--- src/design/glpt_pkg.sv ---
// glpt_pkg: shared types, register indexes and constant tables for the
// gamma / logarithm pixel transform; no dependencies
`timescale 1ns / 1ps

package glpt_pkg;

  localparam int FRAC_BITS = 20;
  localparam int MANT_BITS = 30;
  localparam int EXP_STEPS = 20;
  localparam int C_W       = 24;
  localparam int G_W       = 20;
  localparam int TAB_W     = 23;
  localparam int E_W       = 27;
  localparam int PIX_W     = 8;
  localparam int ADDR_W    = 2;
  localparam longint unsigned LN2_Q30 = 64'd744261118;

  // register indexes of the configuration port
  typedef enum logic [ADDR_W-1:0] {
    REG_MODE  = 2'd0,
    REG_SCALE = 2'd1,
    REG_GAMMA = 2'd2
  } reg_idx_t;

  typedef logic [TAB_W-1:0] tab_t [256];
  typedef logic [31:0] root_t [EXP_STEPS+1];

  // payload carried down the pipeline after the exponent is known
  typedef struct packed {
    logic             use_direct;
    logic [PIX_W-1:0] direct;
    logic [31:0]      c255;
    logic [4:0]       ip;
    logic [19:0]      u;
    logic [31:0]      p;
  } pipe_t;

  // bit-pair integer square root
  function automatic longint unsigned isqrt(input longint unsigned v);
    longint unsigned res;
    longint unsigned bitv;
    longint unsigned rem;
    res  = 0;
    bitv = 64'd1 << 62;
    rem  = v;
    while (bitv > rem) bitv = bitv >> 2;
    while (bitv != 0) begin
      if (rem >= res + bitv) begin
        rem = rem - (res + bitv);
        res = (res >> 1) + bitv;
      end else begin
        res = res >> 1;
      end
      bitv = bitv >> 2;
    end
    return res;
  endfunction

  // log2 of 1..256 in Q.20 by repeated squaring of the mantissa
  function automatic longint unsigned log2_q20(input int v);
    int n;
    longint unsigned m;
    longint unsigned frac;
    n    = 0;
    frac = 0;
    if (v == 0) return 0;
    while (n < 31 && (v >> (n + 1)) != 0) n++;
    m = longint'(v) << (MANT_BITS - n);
    for (int i = 0; i < FRAC_BITS; i++) begin
      m    = (m * m) >> MANT_BITS;
      frac = frac << 1;
      if (m >= (64'd2 << MANT_BITS)) begin
        m    = m >> 1;
        frac = frac | 64'd1;
      end
    end
    return (longint'(n) << FRAC_BITS) | frac;
  endfunction

  // log2(255) - log2(x), zero entry unused
  function automatic tab_t build_d_tab();
    tab_t t;
    longint unsigned v;
    for (int x = 0; x < 256; x++) begin
      v    = (x == 0) ? 64'd0 : log2_q20(255) - log2_q20(x);
      t[x] = v[TAB_W-1:0];
    end
    return t;
  endfunction

  // ln(x+1) in Q.20
  function automatic tab_t build_ln_tab();
    tab_t t;
    longint unsigned v;
    for (int x = 0; x < 256; x++) begin
      v    = (log2_q20(x + 1) * LN2_Q30 + (64'd1 << (MANT_BITS - 1))) >> MANT_BITS;
      t[x] = v[TAB_W-1:0];
    end
    return t;
  endfunction

  // roots 2^(2^-i) in Q2.30, entry 0 is 2.0
  function automatic root_t build_roots();
    root_t t;
    longint unsigned r;
    r    = 64'd2 << MANT_BITS;
    t[0] = r[31:0];
    for (int i = 1; i <= EXP_STEPS; i++) begin
      r    = isqrt(r << MANT_BITS);
      t[i] = r[31:0];
    end
    return t;
  endfunction

  localparam tab_t  D_TAB  = build_d_tab();
  localparam tab_t  LN_TAB = build_ln_tab();
  localparam root_t ROOTS  = build_roots();

endpackage

--- src/design/glpt_back.sv ---
// glpt_back: scale by c*255, rounding shift, saturation or direct value, and output register
// depends on glpt_pkg
`timescale 1ns / 1ps

module glpt_back (
  input  logic                       clk,
  input  logic                       rst_n,
  input  logic                       en,
  input  logic                       in_valid,
  input  glpt_pkg::pipe_t            in_data,
  output logic                       out_valid,
  output logic [glpt_pkg::PIX_W-1:0] out_pixel
);

  // stage 1: partial products
  logic        v1_r;
  logic [47:0] lo_r, hi_r;
  logic [4:0]  ip_r;
  logic        dir_r;
  logic [7:0]  dval_r;

  // stage 2: output register
  logic        v2_r;
  logic [7:0]  pix_r, pix_nxt;

  logic [63:0] prod, rounded;
  logic [5:0]  sh;

  always_comb begin
    prod    = {hi_r, 16'd0} + {16'd0, lo_r};
    sh      = 6'd47 + {1'b0, ip_r};
    rounded = (prod + (64'd1 << (sh - 6'd1))) >> sh;
    if (dir_r) begin
      pix_nxt = dval_r;
    end else if (rounded > 64'd255) begin
      pix_nxt = 8'd255;
    end else begin
      pix_nxt = rounded[7:0];
    end
  end

  always_ff @(posedge clk) begin
    if (!rst_n) begin
      v1_r <= 1'b0;
      v2_r <= 1'b0;
    end else if (en) begin
      v1_r <= in_valid;
      v2_r <= v1_r;
    end
  end

  always_ff @(posedge clk) begin
    if (en) begin
      lo_r   <= {16'd0, in_data.c255} * {32'd0, in_data.p[15:0]};
      hi_r   <= {16'd0, in_data.c255} * {32'd0, in_data.p[31:16]};
      ip_r   <= in_data.ip;
      dir_r  <= in_data.use_direct;
      dval_r <= in_data.direct;
      pix_r  <= pix_nxt;
    end
  end

  assign out_valid = v2_r;
  assign out_pixel = pix_r;

endmodule

--- config.mk ---
export PLATFORM = sky130hd
export DESIGN_NAME = glpt_back
export DESIGN_NICKNAME = d
export VERILOG_FILES = /design/src/design/glpt_pkg.sv /design/src/design/glpt_back.sv
export SDC_FILE = /design/constraint.sdc
export NUM_CORES = 2
export LEC_CHECK = 0
export ABC_AREA = 1
export BUFFER_PORTS_ARGS = -buffer_cell sky130_fd_sc_hd__buf_2
export CORE_MARGIN = 4
export CORE_UTILIZATION = 39
export CTS_CLUSTER_DIAMETER = 120
export DETAILED_ROUTE_END_ITERATION = 8
export GPL_ROUTABILITY_DRIVEN = 0
export PLACE_DENSITY_LB_ADDON = 0.05
export SLEW_MARGIN = 20
export SYNTH_ARGS = -nofsm -noshare
export SYNTH_HDL_FRONTEND = slang
export SYNTH_SLANG_ARGS = --single-unit
--- constraint.sdc ---
create_clock -name clk -period 7.75 [get_ports clk]
set_clock_uncertainty 0.15 [all_clocks]
set_input_delay 1.55 -clock clk [delete_from_list [all_inputs] [get_ports clk]]
set_output_delay 1.55 -clock clk [all_outputs]
set_load 0.01 [all_outputs]
==> flow_metrics.env <==
export IMPL_yosysSeqAreaShare_pct=7.61
export IMPL_cts_max_level=4
export IMPL_final_net_count=7978
export IMPL_die_x_um=355
export IMPL_synth_area_um2=47100
export IMPL_drt_pass1_iterations=5
export IMPL_drt_met1_wl_um=72800
export IMPL_cts_tree="built"
export IMPL_synth_common_cells="nand2_1 (2081), inv_1 (1550), fa_1 (869)"
export IMPL_die_area_um2=126000
export IMPL_numPortBuffers=90
export IMPL_clkTransAtPathRegs_ps=60
export IMPL_std_cell_rows=127
export IMPL_min_period_over_period_pct=96.2
export IMPL_clock_latency_ps=470
export IMPL_diodes=0
export IMPL_crit_fanout=8
export IMPL_grt_max_degree=75
export IMPL_via_per_inst=4.84
export IMPL_end_kind="flip-flop"
export IMPL_fin_crit_ps=7460
export IMPL_synth_warnings=0
export IMPL_crit_slowest_cell="fa_1"
export IMPL_vias=40200
export IMPL_crit_path_start_kind="primary input"
export IMPL_final_setup_viol_count=0
export IMPL_routedWlPerCell_um=18.1
export IMPL_cts_buffers=17
export IMPL_yosysMostFrequentCell="nand2_1"
export IMPL_max_freq_ghz=0.134
export IMPL_initial_core_util_pct=39.3
export IMPL_crit_top_cell="nand2_1"
export IMPL_synth_top_area_cell="fa_1"
export IMPL_met2WireLength_um=69900
export IMPL_wirelength_um=150000
export IMPL_root_buffer="clkbuf_16"
export IMPL_grt_ovfl_total=0
export IMPL_grt_pass1_wl_um=243000
export IMPL_drv_slew=0
export IMPL_worstPathArrival_ps=7570
export IMPL_die_h_um=355
export IMPL_post_cts_buffers=0
export IMPL_route_met3_wl_um=5880
export IMPL_cts_sinks=120
export IMPL_ioPinCount=111
export IMPL_yosys_area_top_type_share_pct=37.0
export IMPL_drt_iter0_drc=2680
export IMPL_synth_edf_count=118
export IMPL_grt_use_total_pct=24.6
export IMPL_grt_pass1_vias=42100
export IMPL_relSlewSlack_pct=46.6
export IMPL_synthFlopType="edfxtp_1"
export IMPL_status="completed"
export IMPL_drive_gt1_share_pct=8.97
export IMPL_critPathRequiredTime_ps=7870
export IMPL_ys_top_cells_by_area="fa_1 (37%), nand2_1 (17%), inv_1 (12%)"
export IMPL_hp_class="reg -> reg"
export IMPL_design_core_area_um2=120000
export IMPL_synth_seq_cells=120
export IMPL_syn_instance_count=6502
export IMPL_antenna_found_initial=1
export IMPL_hpwlAfterDp_um=130000
export IMPL_synthArstFlopShare_pct=0
export IMPL_antenna_left=0
export IMPL_top_layer="met4"
export IMPL_drv_cap=0
export IMPL_worst_pin_slew_ps=802
export IMPL_synth_area_per_cell_um2=7.24
export IMPL_crit_path_max_incr_delay_ps=540
export IMPL_clk_path_buf_depth=2
export IMPL_drc=0
export IMPL_critPathKind="in -> reg"
export IMPL_post_route_util_pct=43.3
export IMPL_hold_viol=0
export IMPL_area_delta_synth_final_pct=10.2
export IMPL_synth_distinct_cells=54
export IMPL_rsz0062_at_grt="false"
==> worst max-delay path: cells and delay by family <==
family | cells | cell delay, ps
and+or+nand+nor | 9 | 740
AOI/OAI and AO/OA | 4 | 570
buffers and inverters | 11 | 1160
xor gates and xnor gates | 1 | 290
adders and majority gates | 7 | 3240
==> cell type report <==
| cell class | count | area, um^2 |
|---|---|---|
| Clock buffer | 17 | 425 |
| Fill cell | 12700 | 67900 |
| Timing Repair Buffer | 403 | 3120 |
| Tap cell | 1612 | 2020 |
| Sequential cell | 120 | 3580 |
| Multi-Input combinational cell | 4551 | 36700 |
| Inverter | 1574 | 5910 |
| Clock inverter | 15 | 144 |
==> flip-flops by register name, summed over array words and instances (netlist names) <==
register / flops
dval_r: 8
out_valid: 1
hi_r: 48
ip_r: 5
dir_r: 1
out_pixel: 8
v1_r: 1
lo_r: 48
==> cells in the final DEF (no fill, tap or decap), drive strengths merged, types with 2 or more instances in the layout <==
master,count
o21bai,6
nand4,30
o211ai,7
inv,1576
nor4,11
a21boi,8
buf,395
and3,2
or2,13
a21oi,163
o221ai,8
dfxtp,2
o31ai,3
nand2,2119
conb,8
and2,4
clkbuf,25
a31oi,30
ha,340
nor3,30
clkinv,8
o21ai,93
mux2i,2
a211oi,2
fa,869
xor2,77
nand3,397
a21o,2
clkinvlp,4
xnor2,43
nor2,261
edfxtp,118
o21a,12
nand3b,9
==> layer usage <==
layer | up-vias | GRT usage (%)
met3 | 73 | 1.49
met4 | 0 | 3.36
met2 | 824 | 40.9
met5 | - | 0
met1 | 19800 | 36.4
li1 | 19400 | -
==> worst paths after layout <==
check               startpoint                endpoint  slack (ps)  cells past startpoint
min reg2reg  v1_r$_SDFFE_PN0P_  out_valid$_SDFFE_PN0P_         340                      2
min          v1_r$_SDFFE_PN0P_  out_valid$_SDFFE_PN0P_         340                      2
max                in_data[63]      lo_r[44]$_DFFE_PP_         290                     32
max reg2reg  ip_r[1]$_DFFE_PP_  out_pixel[2]$_DFFE_PP_         500                     38
==> metrics by stage <==
step / cells / instance area (um^2) / hold WS (ps) / setup slack [ps] / setup TNS [ps]
floorplan: 6509 / 47100 / 298 / 219 / 0
global placement: 8260 / 51200 / 307 / -461 / -8140
detailed placement: 8260 / 51200 / 331 / -518 / -9370
CTS: 8292 / 51700 / 348 / 12.1 / 0
global route: 8292 / 51900 / 380 / 4.33 / 0
finish: 8292 / 51900 / 345 / 295 / 0
==> what timing repair did <==
item | in CTS | in global routing
hold buffers | 0 | 0
setup endpoints to repair | 0 | 33
gates resized for setup | 0 | 42
==> logic make-up (layout without fill, tap and decap cells) <==
kind of cell	after synthesis	in the layout	share of synthesized area [%]
xor+xnor	120	120	2.23
mux	2	2	0.0425
other cells	1	8	0.00797
compound gates	336	336	4.01
buf+inv	1838	2009	14.8
fa+ha+maj	1209	1209	46.0
flops	120	120	7.61
simple gates	2876	2876	25.3
Power is not shown: default switching activity piles up to over one toggle a cycle in this logic, so the estimate is an artifact.
