**config.mk**
```make
export PLATFORM = sky130hd
export DESIGN_NAME = glpt_exp_step
export DESIGN_NICKNAME = d
export VERILOG_FILES = /design/src/design/glpt_pkg.sv /design/src/design/glpt_exp_step.sv
export SDC_FILE = /design/constraint.sdc
export NUM_CORES = 1
export LEC_CHECK = 0
export BUFFER_PORTS_ARGS = -buffer_cell sky130_fd_sc_hd__buf_2
export CORE_MARGIN = 10
export CORE_UTILIZATION = 63
export CTS_CLUSTER_SIZE = 40
export DETAILED_ROUTE_END_ITERATION = 8
export PLACE_DENSITY = 0.84
export SETUP_SLACK_MARGIN = 0.2
export SYNTH_ARGS = -nofsm -noshare
export SYNTH_HDL_FRONTEND = slang
export SYNTH_SLANG_ARGS = --single-unit
```
**constraint.sdc**
```tcl
create_clock -name clk -period 9.2 [get_ports clk]
set_input_delay 1.38 -clock clk [delete_from_list [all_inputs] [get_ports clk]]
set_output_delay 1.38 -clock clk [all_outputs]
set_load 0.01 [all_outputs]
```
**src/design/glpt_pkg.sv**
```systemverilog
// glpt_pkg: shared types, register indexes and constant tables for the
// gamma / logarithm pixel transform; no dependencies
`timescale 1ns / 1ps

package glpt_pkg;

  localparam int FRAC_BITS = 20;
  localparam int MANT_BITS = 30;
  localparam int EXP_STEPS = 20;
  localparam int C_W       = 24;
  localparam int G_W       = 20;
  localparam int TAB_W     = 23;
  localparam int E_W       = 27;
  localparam int PIX_W     = 8;
  localparam int ADDR_W    = 2;
  localparam longint unsigned LN2_Q30 = 64'd744261118;

  // register indexes of the configuration port
  typedef enum logic [ADDR_W-1:0] {
    REG_MODE  = 2'd0,
    REG_SCALE = 2'd1,
    REG_GAMMA = 2'd2
  } reg_idx_t;

  typedef logic [TAB_W-1:0] tab_t [256];
  typedef logic [31:0] root_t [EXP_STEPS+1];

  // payload carried down the pipeline after the exponent is known
  typedef struct packed {
    logic             use_direct;
    logic [PIX_W-1:0] direct;
    logic [31:0]      c255;
    logic [4:0]       ip;
    logic [19:0]      u;
    logic [31:0]      p;
  } pipe_t;

  // bit-pair integer square root
  function automatic longint unsigned isqrt(input longint unsigned v);
    longint unsigned res;
    longint unsigned bitv;
    longint unsigned rem;
    res  = 0;
    bitv = 64'd1 << 62;
    rem  = v;
    while (bitv > rem) bitv = bitv >> 2;
    while (bitv != 0) begin
      if (rem >= res + bitv) begin
        rem = rem - (res + bitv);
        res = (res >> 1) + bitv;
      end else begin
        res = res >> 1;
      end
      bitv = bitv >> 2;
    end
    return res;
  endfunction

  // log2 of 1..256 in Q.20 by repeated squaring of the mantissa
  function automatic longint unsigned log2_q20(input int v);
    int n;
    longint unsigned m;
    longint unsigned frac;
    n    = 0;
    frac = 0;
    if (v == 0) return 0;
    while (n < 31 && (v >> (n + 1)) != 0) n++;
    m = longint'(v) << (MANT_BITS - n);
    for (int i = 0; i < FRAC_BITS; i++) begin
      m    = (m * m) >> MANT_BITS;
      frac = frac << 1;
      if (m >= (64'd2 << MANT_BITS)) begin
        m    = m >> 1;
        frac = frac | 64'd1;
      end
    end
    return (longint'(n) << FRAC_BITS) | frac;
  endfunction

  // log2(255) - log2(x), zero entry unused
  function automatic tab_t build_d_tab();
    tab_t t;
    longint unsigned v;
    for (int x = 0; x < 256; x++) begin
      v    = (x == 0) ? 64'd0 : log2_q20(255) - log2_q20(x);
      t[x] = v[TAB_W-1:0];
    end
    return t;
  endfunction

  // ln(x+1) in Q.20
  function automatic tab_t build_ln_tab();
    tab_t t;
    longint unsigned v;
    for (int x = 0; x < 256; x++) begin
      v    = (log2_q20(x + 1) * LN2_Q30 + (64'd1 << (MANT_BITS - 1))) >> MANT_BITS;
      t[x] = v[TAB_W-1:0];
    end
    return t;
  endfunction

  // roots 2^(2^-i) in Q2.30, entry 0 is 2.0
  function automatic root_t build_roots();
    root_t t;
    longint unsigned r;
    r    = 64'd2 << MANT_BITS;
    t[0] = r[31:0];
    for (int i = 1; i <= EXP_STEPS; i++) begin
      r    = isqrt(r << MANT_BITS);
      t[i] = r[31:0];
    end
    return t;
  endfunction

  localparam tab_t  D_TAB  = build_d_tab();
  localparam tab_t  LN_TAB = build_ln_tab();
  localparam root_t ROOTS  = build_roots();

endpackage

```
**src/design/glpt_exp_step.sv**
```systemverilog
// glpt_exp_step: one stage of the 2^u product, multiplies by its root when its bit of u is set
// depends on glpt_pkg
`timescale 1ns / 1ps

module glpt_exp_step #(
  parameter int STEP = 1
) (
  input  logic            clk,
  input  logic            rst_n,
  input  logic            en,
  input  logic            in_valid,
  input  glpt_pkg::pipe_t in_data,
  output logic            out_valid,
  output glpt_pkg::pipe_t out_data
);

  localparam logic [31:0] ROOT = glpt_pkg::ROOTS[STEP];

  logic            v_r;
  glpt_pkg::pipe_t d_r, d_nxt;
  logic [63:0]     prod;

  // rounded Q2.30 product when this bit of u is set
  always_comb begin
    d_nxt = in_data;
    prod  = {32'd0, in_data.p} * {32'd0, ROOT};
    if (in_data.u[glpt_pkg::FRAC_BITS-STEP]) begin
      d_nxt.p = 32'((prod + (64'd1 << 29)) >> 30);
    end
  end

  always_ff @(posedge clk) begin
    if (!rst_n) begin
      v_r <= 1'b0;
    end else if (en) begin
      v_r <= in_valid;
    end
  end

  always_ff @(posedge clk) begin
    if (en) begin
      d_r <= d_nxt;
    end
  end

  assign out_valid = v_r;
  assign out_data  = d_r;

endmodule

```
==> metrics.md, run 1 <==
| Metric | Value |
|---|---|
| Cells after synthesis | `1835` |
| H-tree lvl count | `3` |
| Largest family of logic cells by synthesized area | `adder cells` |
| GP Congestion | `1.013` |
| Die footprint | `39310 um^2` |
| Clk sinks | `99` |
| Yosys warnings | `0` |
| Mux cell area share after synthesis | `1.494%` |
| Synth Flop Type | `edfxtp_1` |
| CTS tree | `built` |
| Area growth syn-to-layout | `9.412%` |
| Placed Cells incl. Taps | `2439` |
| Xor/xnor share of the synthesized area | `3.281%` |
| Syn Area/Cell | `10.91 um^2` |
| Initial DRC Count | `836` |
| Yosys top cell by area | `fa_1` |
| Final Max Slew Viols | `0` |
| Maxcap violations | `0` |
| Post-synth EDFFs | `98` |
| Overflow after GRT | `0` |
| CP peak stage delay | `0.52 ns` |
| Die height | `198.3 um` |
| Vias | `13900` |
| Vias per std cell | `5.660` |
| Buf/Inv on CP | `7` |
| RSZ-0062 raised after global routing | `false` |
| Synthesized area | `20020 um^2` |
| Final-report hold violation count | `0` |
| Startpoint Class | `input port` |
| Tmin final | `8.305 ns` |
| CTS root buffer | `clkbuf_16` |
| Max_slew headroom | `42.69%` |
| #FFs+latches synth | `99` |
| Seq/Total Area, Yosys | `14.80%` |
| Grt met1 use | `35.75%` |
| Cell Area, Placed | `21610 um^2` |
| DR DRC count | `0` |
| Tcrit/Tclk final | `90.27%` |
| Synth Area in Compound Gates | `5.538%` |
| Adder-cell area share of the yosys netlist | `61.05%` |
| Setup violators final | `0` |
| IO Pins | `201` |
| PortBufs | `200` |
| Antenna fix cells | `0` |
| Final Non-Filler Cells | `2455` |
| # nets final | `2927` |
| Largest cells by area after synthesis | `fa_1, ha_1, edfxtp_1` |
| Busiest layer in global routing | `met2` |
| Bufs on Longest Clock Path | `2` |
| Critical path type | `input port to flop` |
| Most common cell after layout, fill and taps aside | `inv_1` |
| Met2 usage | `50.91%` |
| Data arrival, critical path | `8.37 ns` |
| Post-CTS Resized | `0` |
| Hold buffers post-CTS | `0` |
| Number of clock buffers inserted by TritonCTS | `9` |
| Drt wl/cell | `22.97 um` |
| Tightest Hold Check Type | `flop to flop` |
| Vias in the first global route | `15950` |
| Worst Skew | `0 ns` |
| Max Fclk | `120.4 MHz` |
| CP max FO | `11` |
| First-pass GRT wire length | `88130 um` |
| Actual slew at the worst max-slew pin | `0.8597 ns` |
| Final non-filler cell area | `21900 um^2` |
| Syn_nets | `2714` |
| Most frequent cells in the layout | `inv_1, ha_1, fa_1` |
| M3 GR Usage | `4.464%` |
| Unique masters post-synth | `53` |
| Largest net degree at the start of global routing | `68` |
| Synth Area in Simple Gates | `3.381%` |
| Num rows | `65` |
| Antenna violations before repair | `1` |
| DPL Wire Length | `49270 um` |
| Delay-heaviest family, CP | `adder cells` |
| Die width | `198.3 um` |
| Starting Density | `63.61%` |
| GRT Total Usage | `29.70%` |
| Worst setup EP type | `flop` |
| Synth top area share | `33.30%` |
| Async set or reset register ratio after synthesis | `0%` |
| Antenna Violating Nets Remaining | `0` |
| Setup TNS | `0 ns` |
| Worst path required time | `9.27 ns` |
| Routed WL | `56400 um` |
| Status | `complete, no violations` |
| Core area | `31470 um^2` |
| DRT Pass-1 Iters | `5` |
| Layout cell share with drive strength beyond 1 | `13.05%` |
| Clock Latency Late Sink | `0.35 ns` |
| Setup Fix Bufs, Post-CTS | `0` |
| FILL cells | `2289` |
| Crit-path slowest cell | `fa_1` |
| Clock slew at the register clock pins of the worst setup and hold paths | `0.08 ns` |
==> cell type report <==
cell class	instances	area, um^2	area share, %
Sequential cell	99	2963	13.53
Timing Repair Buffer	222	1169	5.335
Clock inverter	7	65.06	0.2970
Clock buffer	9	225.2	1.028
Multi-Input combinational cell	1179	14960	68.31
Tap cell	402	503.0	2.296
Inverter	537	2016	9.203
==> layer usage <==
layer / up-vias / routed length, um
met3: 166 / 3180
li1: 6240 / -
met1: 7012 / 22020
met5: - / 7
met4: 2 / 3174
met2: 476 / 28020
==> kinds of logic after synthesis <==
| group | Yosys count |
|---|---|
| DFF | 99 |
| and+or+nand+nor | 136 |
| adders and majority gates | 777 |
| buffers and inverters | 557 |
| AOI/OAI and AO/OA | 164 |
| muxes | 27 |
| xor gates and xnor gates | 75 |
==> flip-flops by register name (all words and copies together) (netlist names) <==
signal	count
out_data	98
out_valid	1
==> synth_stat cells, types with 3 or more instances <==
| cell type | number |
|---|---|
| a211oi_1 | 3 |
| a21o_1 | 47 |
| a21oi_1 | 50 |
| and2_1 | 17 |
| clkbuf_1 | 18 |
| edfxtp_1 | 98 |
| fa_1 | 333 |
| ha_1 | 444 |
| inv_1 | 537 |
| mux2_2 | 23 |
| mux2i_1 | 4 |
| nand2_1 | 39 |
| nand2b_1 | 6 |
| nand3_1 | 11 |
| nand4_1 | 18 |
| nor2_1 | 23 |
| nor2b_1 | 4 |
| nor3_1 | 8 |
| o211ai_1 | 4 |
| o21a_1 | 3 |
| o21ai_0 | 17 |
| o21ai_1 | 4 |
| o21bai_1 | 7 |
| o31ai_1 | 3 |
| or3_1 | 3 |
| xnor2_1 | 25 |
| xor2_1 | 50 |
==> per-stage QoR <==
step           hold slack [ns]  utilization [%]  setup slack (ns)
2_1_floorplan           0.5383                -             1.485
3_3_place_gp            0.4953            68.67            0.7377
3_5_place_dp            0.5112            68.67            0.6092
4_1_cts                 0.5290            69.59            0.9498
5_1_grt                 0.5626            69.59            0.4879
6_report                0.5331            69.59            0.8955
==> final timing paths <==
path                   start      endpoint  slack, ns  cells past startpoint
setup / recovery  in_data[6]  out_data[27]       0.90                     27
hold / removal     out_valid     out_valid       0.53                      2
setup reg to reg   out_valid     out_valid       8.60                      2
hold reg to reg    out_valid     out_valid       0.53                      2
==> tightest hold or removal path, stage by stage (launching register included) <==
cell     delay [ns]
dfxtp_1        0.32
mux2i_1        0.12
nor2b_1        0.06
Power of run 1 is not shown: default switching activity piles up to over one toggle a cycle in this logic, so the estimate is an artifact.
==> inputs of run 2 (changes only) <==
CORE_ASPECT_RATIO = 1.25   (was not set)
PLACE_DENSITY = not set   (was 0.84)
PLACE_DENSITY_LB_ADDON = 0.05   (was not set)
==> metrics.md, run 2 (synthesized netlist as in run 1, its figures left out) <==
| Metric | Value |
|---|---|
| Max Fclk | `119.8 MHz (-0.54%)` |
| IO Pins | `201 (unchanged)` |
| Most frequent cells in the layout | `inv_1, ha_1, fa_1` |
| Die footprint | `39350 um^2 (+0.11%)` |
| Max reg flops | `98 (unchanged)` |
| Clock slew at the register clock pins of the worst setup and hold paths | `0.07 ns (about the same)` |
| Setup Fix Bufs, Post-CTS | `0 (unchanged)` |
| M3 GR Usage | `3.852% (-0.61 points)` |
| Maxcap violations | `0 (unchanged)` |
| Antenna fix cells | `0 (unchanged)` |
| Actual slew at the worst max-slew pin | `0.8912 ns (+0.03157 ns)` |
| Die height | `219.3 um (+11%)` |
| Antenna violations before repair | `1 (unchanged)` |
| Overflow after GRT | `0 (unchanged)` |
| First-pass GRT wire length | `85020 um (-3.5%)` |
| Setup TNS | `0 ns (unchanged)` |
| Tightest Hold Check Type | `flop to flop` |
| Max_slew headroom | `40.58% (-2.1 points)` |
| Final Max Slew Viols | `0 (unchanged)` |
| Grt met1 use | `28.70% (-7.0 points)` |
| DRT Pass-1 Iters | `5 (unchanged)` |
| Vias | `13670 (-1.7%)` |
| Area growth syn-to-layout | `9.306% (about the same)` |
| Data arrival, critical path | `8.41 ns (+0.04 ns)` |
| Sequential Area | `2963 um^2 (unchanged)` |
| Met2 usage | `54.85% (+3.9 points)` |
| Critical path type | `input port to flop` |
| FILL cells | `2510 (+9.7%)` |
| # nets final | `2925 (-0.068%)` |
| Status | `complete, no violations` |
| Clock Latency Late Sink | `0.35 ns (about the same)` |
| Clk sinks | `99 (unchanged)` |
| Tmin final | `8.349 ns (+0.04481 ns)` |
| Antenna Violating Nets Remaining | `0 (unchanged)` |
| Tcrit/Tclk final | `90.75% (+0.49 points)` |
| Worst Skew | `0 ns (unchanged)` |
| Busiest layer in global routing | `met2` |
| PortBufs | `200 (unchanged)` |
| Layout cell share with drive strength beyond 1 | `12.97% (-0.085 points)` |
| Num rows | `72 (+11%)` |
| Startpoint Class | `input port` |
| Hold buffers post-CTS | `0 (unchanged)` |
| GRT Total Usage | `28.08% (-1.6 points)` |
| Vias in the first global route | `15580 (-2.3%)` |
| Die width | `179.4 um (-9.5%)` |
| CP max FO | `9 (-2)` |
| Core area | `31170 um^2 (-0.97%)` |
| RSZ-0062 raised after global routing | `false` |
| Setup violators final | `0 (unchanged)` |
| Number of clock buffers inserted by TritonCTS | `9 (unchanged)` |
| GP Congestion | `0.9611 (-5.2%)` |
| Routed WL | `54360 um (-3.6%)` |
| Starting Density | `64.23% (+0.62 points)` |
| Final-report hold violation count | `0 (unchanged)` |
| Dpl ws | `0.6033 ns (-0.005855 ns)` |
| CTS tree | `built` |
| Bufs on Longest Clock Path | `2 (unchanged)` |
| Worst path required time | `9.26 ns (about the same)` |
| H-tree lvl count | `3 (unchanged)` |
| Initial DRC Count | `679 (-19%)` |
| Post-CTS Resized | `0 (unchanged)` |
| Largest net degree at the start of global routing | `62 (-8.8%)` |
| DR DRC count | `0 (unchanged)` |
| Final worst slack | `0.8507 ns (-0.04481 ns)` |
| CTS root buffer | `clkbuf_16` |
| DPL Wire Length | `47970 um (-2.6%)` |
| Worst setup EP type | `flop` |
| Vias per std cell | `5.559 (-1.8%)` |
| Most common cell after layout, fill and taps aside | `inv_1` |
| Drt wl/cell | `22.12 um (-3.7%)` |
| Area occupied by multi-input gates | `14960 um^2 (unchanged)` |
run 2: per-stage QoR:
step,instances,hold WS [ns],cell area [um^2],utilization (%)
6_report,2458,0.5224,21880,70.20
5_1_grt,2458,0.5379,21880,70.20
4_1_cts,2458,0.5237,21880,70.20
3_5_place_dp,2442,0.5041,21600,69.31
3_3_place_gp,2442,0.4962,21600,69.31
2_1_floorplan,1835,0.5383,20020,-
run 2: per-layer routing:
metal  share of wire (%)  routed length [um]
met1                  35               18930
met2                  56               30330
met3                 4.1                2206
met4                 5.3                2873
met5               0.029                  16
run 2: area by class of cell:
class	instances	area share, %
sequential	99	13.54
clock buffer	9	1.029
timing repair buffer	220	5.272
inverter	537	9.212
multi-input combinational	1179	68.38
clock inverter	7	0.2402
tap	407	2.327
run 2: critical path, cell delays in order:
cell and delay [ns]:
buf_2 0.33, ha_1 0.41, fa_1 0.53, inv_1 0.07
fa_1 0.55, inv_1 0.06, fa_1 0.49, inv_1 0.05
fa_1 0.53, inv_1 0.05, fa_1 0.49, fa_1 0.53
inv_1 0.08, fa_1 0.48, inv_1 0.06, ha_1 0.34
a21oi_1 0.22, o21ai_0 0.15, or3_1 0.33, a211oi_1 0.36
o31ai_1 0.19, a21oi_1 0.33, o31ai_1 0.14, xnor2_1 0.17
a21oi_1 0.10
run 2: worst paths after layout:
check | endpoint | depth (start not counted) | slack (ns) | from
setup / recovery | out_data[31] | 25 | 0.85 | in_data[25]
hold / removal | out_valid | 2 | 0.52 | out_valid
hold reg to reg | out_valid | 2 | 0.52 | out_valid
setup reg to reg | out_valid | 2 | 8.61 | out_valid
Power of run 2 is left out for the same reason.
